File: config.mk
export PLATFORM = sky130hd
export DESIGN_NAME = array_queue_search_insert
export DESIGN_NICKNAME = d
export VERILOG_FILES = /design/src/hdl/aqsi_pkg.sv /design/src/hdl/array_queue_search_insert.sv /design/src/hdl/aqsi_ram.sv /design/src/hdl/aqsi_seq.sv
export SDC_FILE = /design/constraint.sdc
export NUM_CORES = 1
export LEC_CHECK = 0
export ABC_CLOCK_PERIOD_IN_PS = 4600
export BUFFER_PORTS_ARGS = -buffer_cell sky130_fd_sc_hd__buf_4
export CORE_ASPECT_RATIO = 1.2
export CORE_UTILIZATION = 45
export DETAILED_ROUTE_END_ITERATION = 6
export PLACE_DENSITY = 0.64
export SLEW_MARGIN = 40
export SYNTH_ARGS = -nofsm -noshare
export SYNTH_HDL_FRONTEND = slang
export SYNTH_SLANG_ARGS = --single-unit
export TNS_END_PERCENT = 30
File: constraint.sdc
create_clock -name clk -period 4.6 [get_ports clk]
set_input_delay 0 -clock clk [delete_from_list [all_inputs] [get_ports clk]]
set_output_delay 0 -clock clk [all_outputs]
set_load 0.05 [all_outputs]
File: src/hdl/aqsi_pkg.sv
// Shared types, sizes and codes for the array queue with search and insert.
package aqsi_pkg;

    localparam int DEPTH   = 16;
    localparam int ADDR_W  = (DEPTH > 1) ? $clog2(DEPTH) : 1;
    localparam int CNT_W   = $clog2(DEPTH + 1);
    localparam int WORD_W  = 32;
    localparam int FIELD_W = 5;
    localparam int WIDE_W  = (CNT_W > FIELD_W) ? CNT_W : FIELD_W;
    localparam int CMP_W   = WIDE_W + 1;

    localparam int S_TDATA_W = 40;
    localparam int M_TDATA_W = 48;

    typedef enum logic [1:0] {
        REQ_ENQ = 2'd0,
        REQ_DEQ = 2'd1,
        REQ_LOC = 2'd2,
        REQ_INS = 2'd3
    } req_kind_t;

    typedef enum logic [1:0] {
        ST_OK     = 2'd0,
        ST_FULL   = 2'd1,
        ST_EMPTY  = 2'd2,
        ST_BADPOS = 2'd3
    } status_t;

    typedef struct packed {
        req_kind_t                  kind;
        logic signed [WORD_W-1:0]   value;
        logic [FIELD_W-1:0]         position;
    } req_t;

    typedef struct packed {
        status_t                    status;
        logic signed [WORD_W-1:0]   data_out;
        logic [FIELD_W-1:0]         found_position;
        logic [FIELD_W-1:0]         entry_count;
    } res_t;

    typedef struct packed {
        logic                       wr_en;
        logic [ADDR_W-1:0]          wr_addr;
        logic [WORD_W-1:0]          wr_data;
        logic                       rd_en;
        logic [ADDR_W-1:0]          rd_addr;
    } ram_req_t;

    // Fit a count into a 5-bit result field, dropping any upper bits.
    function automatic logic [FIELD_W-1:0] to_field(input logic [CNT_W-1:0] c);
        logic [WIDE_W-1:0] w;
        w = WIDE_W'(c);
        return w[FIELD_W-1:0];
    endfunction

endpackage

File: src/hdl/array_queue_search_insert.sv
// Top level of the array queue with search and insert: memory, sequencer, output register.
//
// This block keeps up to DEPTH (16) signed 32-bit words packed from the head
// and serves one request per item on the slave stream: enqueue at the tail,
// dequeue from the head, locate the first entry equal to a value, or insert a
// value at a 1-based position. Every request yields exactly one result item on
// the master stream carrying a status code, the dequeued word, the found
// position and the number of entries left. Enqueue, every rejected request
// (full, empty, bad position), a locate on an empty store and an insert at
// the tail go straight to the result state without a walk. Dequeue and
// locate walk the stored words, and insert the words from the slot to the
// tail, through the single read port of the entry memory, one word per
// cycle; locate stops early at the first match. A word that moves is
// written in the cycle after its read, so no entry is ever read and written at once.
// Requests are worked on one at a time; the next one is accepted as soon as
// the previous result has moved into the output register, even if the
// downstream side has not taken it yet.
module array_queue_search_insert
    import aqsi_pkg::*;
(
    input  logic                  clk,
    input  logic                  rst_n,

    input  logic                  s_tvalid,
    output logic                  s_tready,
    input  logic [S_TDATA_W-1:0]  s_tdata,   // value [31:0], position [36:32], zeros
    input  logic [1:0]            s_tuser,   // req_type [1:0]

    output logic                  m_tvalid,
    input  logic                  m_tready,
    output logic [M_TDATA_W-1:0]  m_tdata,   // data_out [31:0], found_position [36:32],
                                             // entry_count [41:37], zeros
    output logic [1:0]            m_tuser    // status [1:0]
);

    req_t               req;
    res_t               res;
    logic               res_valid;
    logic               res_ready;
    ram_req_t           ram;
    logic [WORD_W-1:0]  rd_data;

    logic               out_valid_reg, out_valid_next;
    res_t               out_reg, out_next;

    // Unpack the incoming item.
    assign req.kind     = req_kind_t'(s_tuser);
    assign req.value    = $signed(s_tdata[WORD_W-1:0]);
    assign req.position = s_tdata[WORD_W+FIELD_W-1:WORD_W];

    aqsi_ram #(
        .WIDTH (WORD_W),
        .WORDS (DEPTH)
    ) u_ram (
        .clk     (clk),
        .wr_en   (ram.wr_en),
        .wr_addr (ram.wr_addr),
        .wr_data (ram.wr_data),
        .rd_en   (ram.rd_en),
        .rd_addr (ram.rd_addr),
        .rd_data (rd_data)
    );

    aqsi_seq u_seq (
        .clk       (clk),
        .rst_n     (rst_n),
        .req_valid (s_tvalid),
        .req_ready (s_tready),
        .req       (req),
        .res_valid (res_valid),
        .res_ready (res_ready),
        .res       (res),
        .ram       (ram),
        .rd_data   (rd_data)
    );

    // The output register takes a new result whenever it is empty or being drained.
    assign res_ready = !out_valid_reg || m_tready;

    always_comb
    begin
        out_valid_next = out_valid_reg;
        out_next       = out_reg;
        if (res_valid && res_ready)
        begin
            out_valid_next = 1'b1;
            out_next       = res;
        end
        else if (m_tready)
        begin
            out_valid_next = 1'b0;
        end
    end

    always_ff @(posedge clk or negedge rst_n)
    begin
        if (!rst_n)
        begin
            out_valid_reg <= 1'b0;
        end
        else
        begin
            out_valid_reg <= out_valid_next;
        end
    end

    always_ff @(posedge clk)
    begin
        out_reg <= out_next;
    end

    assign m_tvalid = out_valid_reg;
    assign m_tuser  = out_reg.status;
    assign m_tdata  = M_TDATA_W'({out_reg.entry_count, out_reg.found_position,
                                  out_reg.data_out});

endmodule

File: src/hdl/aqsi_ram.sv
// Simple dual-port synchronous RAM with one write port and one registered read port.
module aqsi_ram #(
    parameter int WIDTH = 32,
    parameter int WORDS = 16
) (
    input  logic                                   clk,
    input  logic                                   wr_en,
    input  logic [((WORDS > 1) ? $clog2(WORDS) : 1)-1:0] wr_addr,
    input  logic [WIDTH-1:0]                       wr_data,
    input  logic                                   rd_en,
    input  logic [((WORDS > 1) ? $clog2(WORDS) : 1)-1:0] rd_addr,
    output logic [WIDTH-1:0]                       rd_data
);

    logic [WIDTH-1:0] mem [WORDS];

    always_ff @(posedge clk)
    begin
        if (wr_en)
        begin
            mem[wr_addr] <= wr_data;
        end
    end

    always_ff @(posedge clk)
    begin
        if (rd_en)
        begin
            rd_data <= mem[rd_addr];
        end
    end

endmodule

File: src/hdl/aqsi_seq.sv
// Request sequencer: walks the entry memory to dequeue, locate and insert.
module aqsi_seq
    import aqsi_pkg::*;
(
    input  logic              clk,
    input  logic              rst_n,
    input  logic              req_valid,
    output logic              req_ready,
    input  req_t              req,
    output logic              res_valid,
    input  logic              res_ready,
    output res_t              res,
    output ram_req_t          ram,
    input  logic [WORD_W-1:0] rd_data
);

    typedef enum logic [1:0] {
        S_IDLE,
        S_RUN,
        S_DONE
    } state_t;

    state_t                    state_reg, state_next;
    logic [CNT_W-1:0]          occ_reg, occ_next;
    req_kind_t                 kind_reg, kind_next;
    logic [WORD_W-1:0]         value_reg, value_next;
    logic [ADDR_W-1:0]         ins_reg, ins_next;
    logic [ADDR_W-1:0]         idx_reg, idx_next;
    logic [CNT_W-1:0]          rem_reg, rem_next;
    logic                      pend_reg, pend_next;
    logic [ADDR_W-1:0]         src_reg, src_next;
    status_t                   status_reg, status_next;
    logic [WORD_W-1:0]         data_reg, data_next;
    logic [FIELD_W-1:0]        found_reg, found_next;

    logic                      full;
    logic [CMP_W-1:0]          pos_w;
    logic [CMP_W-1:0]          pos_m1;
    logic [CNT_W-1:0]          occ_m1;
    logic                      issue;

    assign full   = (occ_reg == CNT_W'(DEPTH));
    assign pos_w  = CMP_W'(req.position);
    assign pos_m1 = pos_w - CMP_W'(1);
    assign occ_m1 = occ_reg - CNT_W'(1);
    assign issue  = (state_reg == S_RUN) && (rem_reg != '0);

    always_comb
    begin
        state_next  = state_reg;
        occ_next    = occ_reg;
        kind_next   = kind_reg;
        value_next  = value_reg;
        ins_next    = ins_reg;
        idx_next    = idx_reg;
        rem_next    = rem_reg;
        pend_next   = 1'b0;
        src_next    = src_reg;
        status_next = status_reg;
        data_next   = data_reg;
        found_next  = found_reg;
        ram         = '0;

        case (state_reg)
            S_IDLE:
            begin
                if (req_valid)
                begin
                    kind_next   = req.kind;
                    value_next  = $unsigned(req.value);
                    status_next = ST_OK;
                    data_next   = '0;
                    found_next  = '0;
                    idx_next    = '0;
                    rem_next    = occ_reg;
                    state_next  = S_DONE;
                    case (req.kind)
                        REQ_ENQ:
                        begin
                            if (full)
                            begin
                                status_next = ST_FULL;
                            end
                            else
                            begin
                                ram.wr_en   = 1'b1;
                                ram.wr_addr = occ_reg[ADDR_W-1:0];
                                ram.wr_data = $unsigned(req.value);
                                occ_next    = occ_reg + CNT_W'(1);
                            end
                        end
                        REQ_DEQ:
                        begin
                            if (occ_reg == '0)
                            begin
                                status_next = ST_EMPTY;
                            end
                            else
                            begin
                                state_next = S_RUN;
                            end
                        end
                        REQ_LOC:
                        begin
                            if (occ_reg != '0)
                            begin
                                state_next = S_RUN;
                            end
                        end
                        REQ_INS:
                        begin
                            if (full)
                            begin
                                status_next = ST_FULL;
                            end
                            else if ((pos_w == '0) ||
                                     (pos_w > CMP_W'(occ_reg) + CMP_W'(1)))
                            begin
                                status_next = ST_BADPOS;
                            end
                            else
                            begin
                                // Shift entries from the tail down to the slot, last first.
                                ins_next = pos_m1[ADDR_W-1:0];
                                idx_next = occ_m1[ADDR_W-1:0];
                                rem_next = occ_reg - CNT_W'(pos_m1[ADDR_W-1:0]);
                                if (occ_reg == CNT_W'(pos_m1[ADDR_W-1:0]))
                                begin
                                    ram.wr_en   = 1'b1;
                                    ram.wr_addr = pos_m1[ADDR_W-1:0];
                                    ram.wr_data = $unsigned(req.value);
                                    occ_next    = occ_reg + CNT_W'(1);
                                end
                                else
                                begin
                                    state_next = S_RUN;
                                end
                            end
                        end
                        default:
                        begin
                            status_next = ST_OK;
                        end
                    endcase
                end
            end

            S_RUN:
            begin
                if (issue)
                begin
                    ram.rd_en = 1'b1;
                    ram.rd_addr = idx_reg;
                    rem_next  = rem_reg - CNT_W'(1);
                    idx_next  = (kind_reg == REQ_INS) ? idx_reg - ADDR_W'(1)
                                                      : idx_reg + ADDR_W'(1);
                    pend_next = 1'b1;
                    src_next  = idx_reg;
                end

                if (pend_reg)
                begin
                    case (kind_reg)
                        REQ_DEQ:
                        begin
                            if (src_reg == '0)
                            begin
                                data_next = rd_data;
                            end
                            else
                            begin
                                ram.wr_en   = 1'b1;
                                ram.wr_addr = src_reg - ADDR_W'(1);
                                ram.wr_data = rd_data;
                            end
                        end
                        REQ_LOC:
                        begin
                            if (rd_data == value_reg)
                            begin
                                found_next = to_field(CNT_W'(src_reg) + CNT_W'(1));
                                pend_next  = 1'b0;
                                state_next = S_DONE;
                            end
                        end
                        REQ_INS:
                        begin
                            ram.wr_en   = 1'b1;
                            ram.wr_addr = src_reg + ADDR_W'(1);
                            ram.wr_data = rd_data;
                        end
                        default:
                        begin
                            data_next = data_reg;
                        end
                    endcase
                end
                else if (!issue)
                begin
                    state_next = S_DONE;
                    case (kind_reg)
                        REQ_DEQ:
                        begin
                            occ_next = occ_m1;
                        end
                        REQ_INS:
                        begin
                            ram.wr_en   = 1'b1;
                            ram.wr_addr = ins_reg;
                            ram.wr_data = value_reg;
                            occ_next    = occ_reg + CNT_W'(1);
                        end
                        default:
                        begin
                            occ_next = occ_reg;
                        end
                    endcase
                end
            end

            S_DONE:
            begin
                if (res_ready)
                begin
                    state_next = S_IDLE;
                end
            end

            default:
            begin
                state_next = S_IDLE;
            end
        endcase
    end

    always_ff @(posedge clk or negedge rst_n)
    begin
        if (!rst_n)
        begin
            state_reg  <= S_IDLE;
            occ_reg    <= '0;
            pend_reg   <= 1'b0;
            rem_reg    <= '0;
        end
        else
        begin
            state_reg  <= state_next;
            occ_reg    <= occ_next;
            pend_reg   <= pend_next;
            rem_reg    <= rem_next;
        end
    end

    always_ff @(posedge clk)
    begin
        kind_reg   <= kind_next;
        value_reg  <= value_next;
        ins_reg    <= ins_next;
        idx_reg    <= idx_next;
        src_reg    <= src_next;
        status_reg <= status_next;
        data_reg   <= data_next;
        found_reg  <= found_next;
    end

    assign req_ready          = (state_reg == S_IDLE);
    assign res_valid          = (state_reg == S_DONE);
    assign res.status         = status_reg;
    assign res.data_out       = $signed(data_reg);
    assign res.found_position = found_reg;
    assign res.entry_count    = to_field(occ_reg);

    a_occ_bound: assert property (@(posedge clk) disable iff (!rst_n)
        occ_reg <= CNT_W'(DEPTH))
        else $error("occupancy beyond depth");

    a_no_rw_clash: assert property (@(posedge clk) disable iff (!rst_n)
        (ram.wr_en && ram.rd_en) |-> (ram.wr_addr != ram.rd_addr))
        else $error("read and write of one entry in the same cycle");

    a_pend_in_run: assert property (@(posedge clk) disable iff (!rst_n)
        pend_reg |-> (state_reg == S_RUN))
        else $error("read data pending outside the walk");

    a_occ_step: assert property (@(posedge clk) disable iff (!rst_n)
        (occ_reg != $past(occ_reg)) |-> (state_reg == S_DONE))
        else $error("occupancy changed without finishing a request");

endmodule

# == Word-level counts from Yosys, hierarchy flattened ==
# Memory sizes are Yosys's and may differ from the RTL's. A register that Yosys moved wholly into a read port is not among the register bits.
# Cells that the tools add are included.
# totals
out_inout_bits,52
mem_count,1
inputBits,46
word_cells,158
ram_bits,512
register_bits,143
# op_classes
reduce_logical,22
n_eq_ne,30
magnitude_cmp,1
addsub,11
muxes,74
n_bitwise,2
# memory_table
name,depth,width,rd,rd_ports_with_merged_regs,write_ports,line_no,text
u_ram.mem,16,32,1,1,1,aqsi_ram.sv:15,logic [WIDTH-1:0] mem [WORDS];
# op_table
cell,n
$mux 37,9
$pmux 37 s2,3
$mux 32,4
$mux 5,18
$pmux 32 s2,1
$pmux 5 s2,5
$eq 32x32->1,1
$mux 2,14
$mux 4,6
$reduce_and 5->1,4
$ne 3x3->1 const B,6
$pmux 2 s3,3
$ne 2x2->1 const B,7
$sub 4x1->4 const B,3
$eq 2x2->1 const B,5
$mux 1,10
$reduce_and 10->1,1
$reduce_bool 5->1,2
$sub 5x1->5 const B,2
$add 4x1->4 const B,2
$pmux 4 s2,1
$add 5x1->6 const B,1
$eq 2x1->1 const B,3
$gt 5x6->1,1
19 further kinds,28

# == Depth between registers and ports, before layout ==
# Gate-level depths: netlist of the first run.
# logic_depth
ltp_word,10
mapped_depth,13
ltp_nobuf,10

# == Modules after synthesis ==
# From an unflattened synthesis of the first run, not the netlist that was laid out.
# unflattened
cells_unflattened,1401
hier_area_um2,27299.9
# modules_own_cells
mod,area_each_um2,n_inst,seq_area_each_um2,cells_each
aqsi_ram,20155.6,1,16335.7,838
aqsi_seq,5720.5,1,2877.8,508
array_queue_search_insert,1423.9,1,1346.3,55

# == Least setup slack after synthesis of the first run ==
# Ideal clock, no wire load.
# synth_path
path_kind,flip-flop to flip-flop
start,register u_seq.occ_reg[0]
end,"memory u_ram.mem[13][0], enable pin"
period_less_slack_ns,5.094
path_buffers,1
setup_slack_ns,-0.494
path_stages_with_launch,10
arrival_time_ns,4.626
path_cell_list,dfrtp_1 clkbuf_1 inv_1 ha_1 nand4_1 or4_4 or3_1 o21ai_1 nand2b_1 nor3b_1
# synth_via
elab_chain_cells,10
elab_cells_between_ends,14
classes_between,add/sub: 1; order compare: 1; eq/ne: 2; mux: 9; reduce/logical: 1
# synth_lines
item,line_no,text
"start, declared",aqsi_seq.sv:24,"logic [CNT_W-1:0] occ_reg, occ_next;"
"start signal, assigned",aqsi_seq.sv:248,occ_reg <= occ_next;
$add 5x1->6,aqsi_seq.sv:117,(pos_w > CMP_W'(occ_reg) + CMP_W'(1)))
$gt 5x6->1,aqsi_seq.sv:117,
$logic_or 1x1->1,aqsi_seq.sv:116,else if ((pos_w == '0) ||
$mux 37,aqsi_seq.sv:116,
$mux 37,aqsi_seq.sv:112,if (full)
$pmux 37 s2 (*),aqsi_seq.sv:77,case (req.kind)
$mux 37 (*),aqsi_seq.sv:67,if (req_valid)
$pmux 37 s2 (*),aqsi_seq.sv:64,case (state_reg)
$mux 1,aqsi_ram.sv:19,if (wr_en)
$mux 1 (implied by the code),aqsi_ram.sv:21,mem[wr_addr] <= wr_data;
"end, declared",aqsi_ram.sv:15,
# Mark *: on every way between the ends. The rest lies on a longest branch, timed or not.

# == Final worst setup path of the first run ==
# layout_path
start,input s_tdata[34]
end,"memory u_ram.mem[5][15], enable pin"
# layout_via
elab_chain_cells,10
elab_cells_between_ends,13
classes_between,add/sub: 1; order compare: 1; eq/ne: 1; mux: 8; reduce/logical: 2
# layout_lines
item,line_no,text
"start, declared",array_queue_search_insert.sv:26,"input logic [S_TDATA_W-1:0] s_tdata,"
$sub 4x1->4 (*),aqsi_seq.sv:44,assign pos_m1 = pos_w - CMP_W'(1);
named net u_seq.pos_m1[3],aqsi_seq.sv:38,logic [CMP_W-1:0] pos_m1;
$eq 5x4->1,aqsi_seq.sv:127,if (occ_reg == CNT_W'(pos_m1[ADDR_W-1:0]))
$mux 37 (*),aqsi_seq.sv:127,
$mux 37 (*),aqsi_seq.sv:116,
$mux 37 (*),aqsi_seq.sv:112,
$pmux 37 s2 (*),aqsi_seq.sv:77,
$mux 37 (*),aqsi_seq.sv:67,
$pmux 37 s2 (*),aqsi_seq.sv:64,
$mux 1,aqsi_ram.sv:19,
$mux 1 (implied by the code),aqsi_ram.sv:21,
# The timed path passes the listed nets; every way through them passes the cells marked *.

==> results.md, run 1 <==
* Syn avg cell area at around 17 sq um
* Synth Register Bits at about 690
* Synth Instances at about 1700
* Fmax at about 260 MHz
* Antenna viol nets, final at 0
* DP HPWL at 39400 um
* DRC at 14
* Static Leak at 11.0 nW
* Post-synthesis cell area at 27700 sq um
* Post-Synth XOR/XNOR Area at approximately 1.5%
* Setup Fix Bufs, Post-CTS at 0
* Status: complete, but fails checks
* Clock skew at between 0.02 and 0.025 ns
* Failing checks: design-rule violations
* Via density at around 6
* Critical Path RT at approximately 4.8 ns
* PwrDens at about 560 nW/um^2
* Area growth from synthesis to layout at 16.3%
* Vias in the first global route at about 16000
* Chip Width at 228 um
* # diodes at 0
* Synth unique cells at a little over 70
* Max H-tree Level at 3
* Die Y at ~270 um
* Final-report hold violation count at 0
* Starting DRT DRC Count at ~1600
* Synth Area in Simple Gates at roughly 6.1%
* Most numerous cell in the Yosys netlist: edfxtp_1
* Metal-1 WL at 26600 um
* Uppermost layer routed: met4
* Clock Path Buffers at 3
* Initial antenna violation count at 0
* Total GRT Usage at between 20% and 30%
* WL/cell at 26.2 um
* Sequential area share after synthesis at between 70% and 80%
* Nets at 1886
* Fin worst setup slack at approximately 0.8 ns
* CTS buffer count at 66
* Worst slew pin tran at 0.825 ns
* GR Overflow Total at 0
* RSZ-0062 raised after global routing: false
* Slew headroom at between 40% and 50%
* Synth Flop Type: edfxtp_1
* Commonest cells in the synthesized netlist: 673 x edfxtp_1, 105 x nor2_1, 81 x clkbuf_1, 81 x nand2_1, 64 x mux4_2
* Largest net degree at the start of global routing at 97
* Crit. End Element: flip-flop
* Hold WS at between 0.05 and 0.06 ns
* Final slew viol count at 0
* Routability cong. at 0.898
* TritonCTS clock tree: yes
* Hold/Removal Path Class: in2reg
* Sink Count at just under 700
* Main combinational cell family by area after synthesis: compound AO/OA/AOI/OAI gates
* Detailed-routed wire length on met2 at approximately 37000 um
* Post-synth top area cell: edfxtp_1
* Vias at about 16000
* Maximum vdd drop at just under 0.4 mV
* Core area at about 61000 sq um
* Die ar. at between 60000 and 70000 sq um
* FFs w/ async S/R, synth at just over 2%
* Max-cap viol count at 0
* # setup viols final at 0
* Clock latency on the worst-skew pair at 0.60 ns
* Clk slew on worst S/H paths at ~0.060 ns
* Std-Cell Rows at 99
* Pre-CTS setup slack at ~0.65 ns
* Pre-antenna DRT Iters at 7
* Compound-Gate Fraction of Synth Area at 8.02%
* Post-layout minimum cycle time at 3.80 ns
* Post-Synth Adder-Cell Area at 1.18%
* Ranking of synthesized cells by area: edfxtp_1 73%, mux4_2 5.2%, nor2_1 1.4%
* Critical path class: in2reg
* Final worst-path cycle share at between 80% and 90%
* DR WL met3 at 4230 um
* Final wirelength at about 70000 um
* Max reg flops at between 500 and 600
* Starting Density at about 46%
* Crit Path Max Fanout at 32
* Filler cell count at 4806
* Ports at 98
* Post-synth EDFFs at just under 700
* Share of the synthesized area in the top cell type at between 70 and 80%
* Share of layout cells above drive strength 1 at 19.8%
* Mux contribution to synthesized area at ~6.6%
* PortBufs at 88
* Nature of the critical path startpoint: input port
* Worst path arrival time at 4.03 ns
* Yosys warns at 0
* Global-route wire length before repair at between 100000 and 150000 um
* CTS Root Cell: clkbuf_16
* Register with the most flip-flops: u_ram.mem
critical path, cell delays in order:
cell           delay, ns
dlygate4sd3_1       0.54
buf_4               0.15
nor3_1              0.20
xor2_1              0.23
inv_1               0.13
ha_1                0.36
nand4_1             0.17
or4_4               0.56
or3_1               0.36
o21ai_1             0.28
nand2b_1            0.31
nor2_4              0.17
buf_4               0.52
routing by layer:
metal  track usage, %  vias to the layer above
met5                0                        -
li1                 -                     6878
met4             8.50                        0
met1             27.3                     8064
met3             3.01                      121
met2             40.5                      661
final cells by class:
class,instances,area [sq um],area share [%]
flip-flops and latches,687,20600,63.9
multi-input cells,821,6690,20.8
clock buffers,81,1770,5.50
repair buffers,178,1750,5.42
well taps,808,1010,3.14
inverters,61,231,0.719
clock inverters,33,190,0.591
kinds of logic after synthesis:
family / count (synthesis)
DFF: 687
other: 1
adders and majority gates: 25
buffers and inverters: 164
AOI/OAI and AO/OA: 300
muxes: 101
and+or+nand+nor: 340
xor gates and xnor gates: 49
path summary, 6_finish.rpt:
path | start | end | slack (ns) | cells past startpoint
max | s_tdata[34] | u_ram.mem[5][15] | 0.80 | 13
min | s_tvalid | u_seq.state_reg[1] | 0.06 | 5
max reg2reg | u_seq.occ_reg[0] | u_ram.mem[5][15] | 0.80 | 9
min reg2reg | u_seq.data_reg[13] | m_tdata[13] | 0.41 | 0
max in group asynchronous | rst_n | u_seq.occ_reg[3] | 3.54 | 3
min in group asynchronous | rst_n | u_seq.pend_reg | 0.57 | 3
cells in the final DEF, fill, tap and decap left out, types with 5 or more instances in the layout:
cell / n
nor2_1: 87
dlygate4sd3_1: 42
nor2_4: 15
a31oi_1: 8
conb_1: 6
o22ai_1: 36
clkinv_2: 10
a21o_1: 5
o21ai_1: 8
nand2_1: 80
clkbuf_16: 68
dfrtp_1: 14
edfxtp_1: 673
clkinvlp_4: 7
o211ai_1: 32
clkbuf_1: 11
nand3_1: 15
mux4_2: 64
and2_1: 33
xor2_1: 19
nand4_1: 7
and3_1: 35
inv_1: 57
nor3_1: 15
buf_4: 113
ha_1: 23
nor4_1: 9
o221a_2: 32
nand2b_1: 8
xnor2_1: 30
a2bb2oi_1: 32
mux2i_1: 35
buf_12: 17
a222oi_1: 32
clkinv_1: 12
a21oi_1: 45
o21ai_0: 41
stage by stage:
step                total power, mW  instance area, sq um  setup TNS, ns  cells  util (%)
floorplan                      11.4                 27700         -15.69   1672         -
global placement               12.9                 29700              0   2508      48.8
detailed placement             13.0                 29800              0   2513      49.0
CTS                            18.0                 32200              0   2669      52.9
global route                   18.6                 32200              0   2669      52.9
finish                         17.9                 32200              0   2669      52.9
timing repair:
action	CTS	global route
hold endpoints to repair	69	0
resized for setup	0	0
hold buffers	42	0
report_power, final:
part / leakage, nW / internal (mW) / switching [mW]
sequential: 6.35 / 7.65 / 0.384
clock: 0.944 / 2.74 / 2.29
combinational: 3.71 / 1.82 / 3.04
total: 11.0 / 12.2 / 5.72
Power figures use the tool's default switching activity.
==> run 2: changes to the inputs <==
Settings changed: ABC_CLOCK_PERIOD_IN_PS 4600 to 3840, PLACE_DENSITY 0.64 to 0.62.
Clock period 4.6 ns to 3.84 ns, I/O delays scaled along.
==> run 2 against run 1 <==
Effect of this change:
- die area is the same
- count of clock-buffer cells in the layout rose by 1
- sequential share of layout area decreased by 0.65 points
- worst hold slack improved by 0.018 ns
- the run still ends with design-rule violations left
- sequential power is 19% higher
- first-iteration DRC count down 4.0%
- non-clock buffer count up 44
==> results.md, run 2 (synthesis gave the netlist of run 1 again) <==
* Status: complete, but fails checks
* Failing checks: design-rule violations
* Std-Cell Rows at a little under 100
* Clock Path Buffers at 3
* WL/cell at approximately 25 um
* TritonCTS clock tree: yes
* Met1 GRT Util at between 20% and 30%
* Hold/Removal Path Class: in2reg
* Die Y at around 270 um
* Critical Path RT at 4.07 ns
* GR Overflow Total at 0
* Chip Width at ~230 um
* Met2 Resource Use GR at 34.3%
* Core Util, Final at roughly 53%
* Starting DRT DRC Count at about 1600
* Switch share at 31.7%
* Initial antenna violation count at 0
* DP HPWL at about 44000 um
* Slew headroom at 47.2%
* Sink Count at around 690
* Critical path class: reg2reg
* Met3 usage at ~3.2%
* Total GRT Usage at a little over a fifth
* Max reg flops at 512
* Most frequent cells in the layout: 673 x edfxtp_1, 157 x buf_4, 87 x nor2_1
* Register with the most flip-flops: u_ram.mem
* Area growth from synthesis to layout at 17.5%
* Top Usage Layer GRT: met2
* PwrDens at around 670 nW/um^2
* Slowest CP cell: dfrtp_1
* Maximum vdd drop at about 0.34 mV
* Clock skew at around 0.016 ns
* Post-layout minimum cycle time at about 3.6 ns
* Ports at between 90 and 100
* Final slew viol count at 0
* Vias in the first global route at roughly 16000
* Fmax at about 270 MHz
* DRC at 5
* Max H-tree Level at 3
* Routability cong. at roughly 0.94
* Crit. End Element: flip-flop
* Via density at approximately 5.8
* Internal power at 14.8 mW
* Clk slew on worst S/H paths at roughly 0.06 ns
* CTS Root Cell: clkbuf_16
* Sequential Area at 20600 sq um
* Crit Path Max Fanout at 21
* Nets at between 1500 and 2000
* Share of layout cells above drive strength 1 at between 20% and 30%
* Die ar. at around 63000 sq um
* Core area at 60800 sq um
* Reg power frac at about 44%
* Starting Density at between 40% and 50%
* Filler cell count at 4808
* Vias at ~16000
* TNS Setup at 0 ns
* Nature of the critical path startpoint: flip-flop
* Global-route wire length before repair at about 100000 um
* Antenna viol nets, final at 0
* Pre-antenna DRT Iters at 7
* Final worst-path cycle share at between 90 and 100%
* PortBufs at 88
* Final-report hold violation count at 0
* Critical-path cell list: ha_1, nand3_1, xnor2_1, ha_1, nand3_1, o21bai_1, a31oi_2, buf_4, o21bai_4, buf_8, a222oi_1, inv_1
* Share of power burned in the clock network at 28.1%
* Final Cell Area at around 33000 sq um
* Clock latency on the worst-skew pair at slightly above 0.6 ns
* CTS buffer count at 66
* Area of the multi-input gates at ~6700 sq um
* CP peak stage delay at about 0.44 ns
* # setup viols final at 0
* Static Leak at between 10 and 15 nW
* Final wirelength at roughly 67000 um
* Worst slew pin tran at 0.785 ns
* Switching Power at around 6.9 mW
* Max-cap viol count at 0
* Largest net degree at the start of global routing at 66
* Logic pwr share at between 20 and 30%
* Placed cell areas at approximately 30000 sq um
* Most common cell after layout, fill and taps aside: edfxtp_1
* # diodes at 0
* Worst path arrival time at around 3.9 ns
-- run 2: worst max-delay path, delay by kind of cell, from the launching register on --
kind                       cells  cell delay [ns]
AOI/OAI and AO/OA              4             1.02
DFF                            1             0.44
xor gates and xnor gates       1             0.17
adders and majority gates      2             0.57
and+or+nand+nor                2             0.21
buffers and inverters          3             0.84
-- run 2: per-stage QoR --
stage / instances / setup slack (ns) / hold slack, ns / power [mW]
after global routing: 2714 / -0.0740 / 0.0664 / 22.6
after global placement: 2540 / -0.0194 / -0.129 / 15.6
after floorplan: 1672 / -0.513 / -0.296 / 13.6
after detailed placement: 2545 / 0.0720 / -0.131 / 15.7
final: 2714 / 0.193 / 0.0782 / 21.7
after CTS: 2702 / 0.0708 / 0.0406 / 21.8
-- run 2: repair_timing --
item | in CTS | in global routing
setup endpoints to repair | 0 | 279
resized for setup | 0 | 3
endpoints found under the hold margin | 71 | 0
buffers inserted | 0 | 12
hold buffers | 42 | 0
-- run 2: cell type report --
| class | count | share of cell area (%) |
|---|---|---|
| well taps | 808 | 3.11 |
| clock buffers | 82 | 5.39 |
| multi-input cells | 821 | 20.6 |
| flip-flops and latches | 687 | 63.2 |
| repair buffers | 222 | 6.29 |
| inverters | 61 | 0.712 |
| clock inverters | 33 | 0.712 |
-- run 2: routing by layer --
metal | vias to the layer above | part of all wire (%)
met2 | 577 | 48
met5 | - | 0
li1 | 6964 | -
met3 | 91 | 6.7
met1 | 7981 | 43
met4 | 0 | 2.9
-- run 2: worst paths after layout --
check	from	to	slack, ns	cells after the start
min in group asynchronous	rst_n	u_seq.rem_reg[2]	0.51	3
hold / removal	s_tdata[33]	u_seq.ins_reg[1]	0.08	4
max in group asynchronous	rst_n	m_tvalid	2.89	3
hold reg to reg	u_seq.data_reg[4]	m_tdata[4]	0.42	0
setup reg to reg	u_seq.occ_reg[0]	u_ram.mem[7][14]	0.19	12
setup / recovery	u_seq.occ_reg[0]	u_ram.mem[7][14]	0.19	12
-- run 2: power by group through the flow --
stage / clock network, mW / logic [mW] / registers (mW)
2_1_floorplan: 0 / 3.65 / 9.96
3_3_place_gp: 0 / 5.90 / 9.71
3_5_place_dp: 0 / 5.98 / 9.73
4_1_cts: 6.23 / 6.03 / 9.57
5_1_grt: 6.50 / 6.44 / 9.63
6_report: 6.10 / 6.03 / 9.57
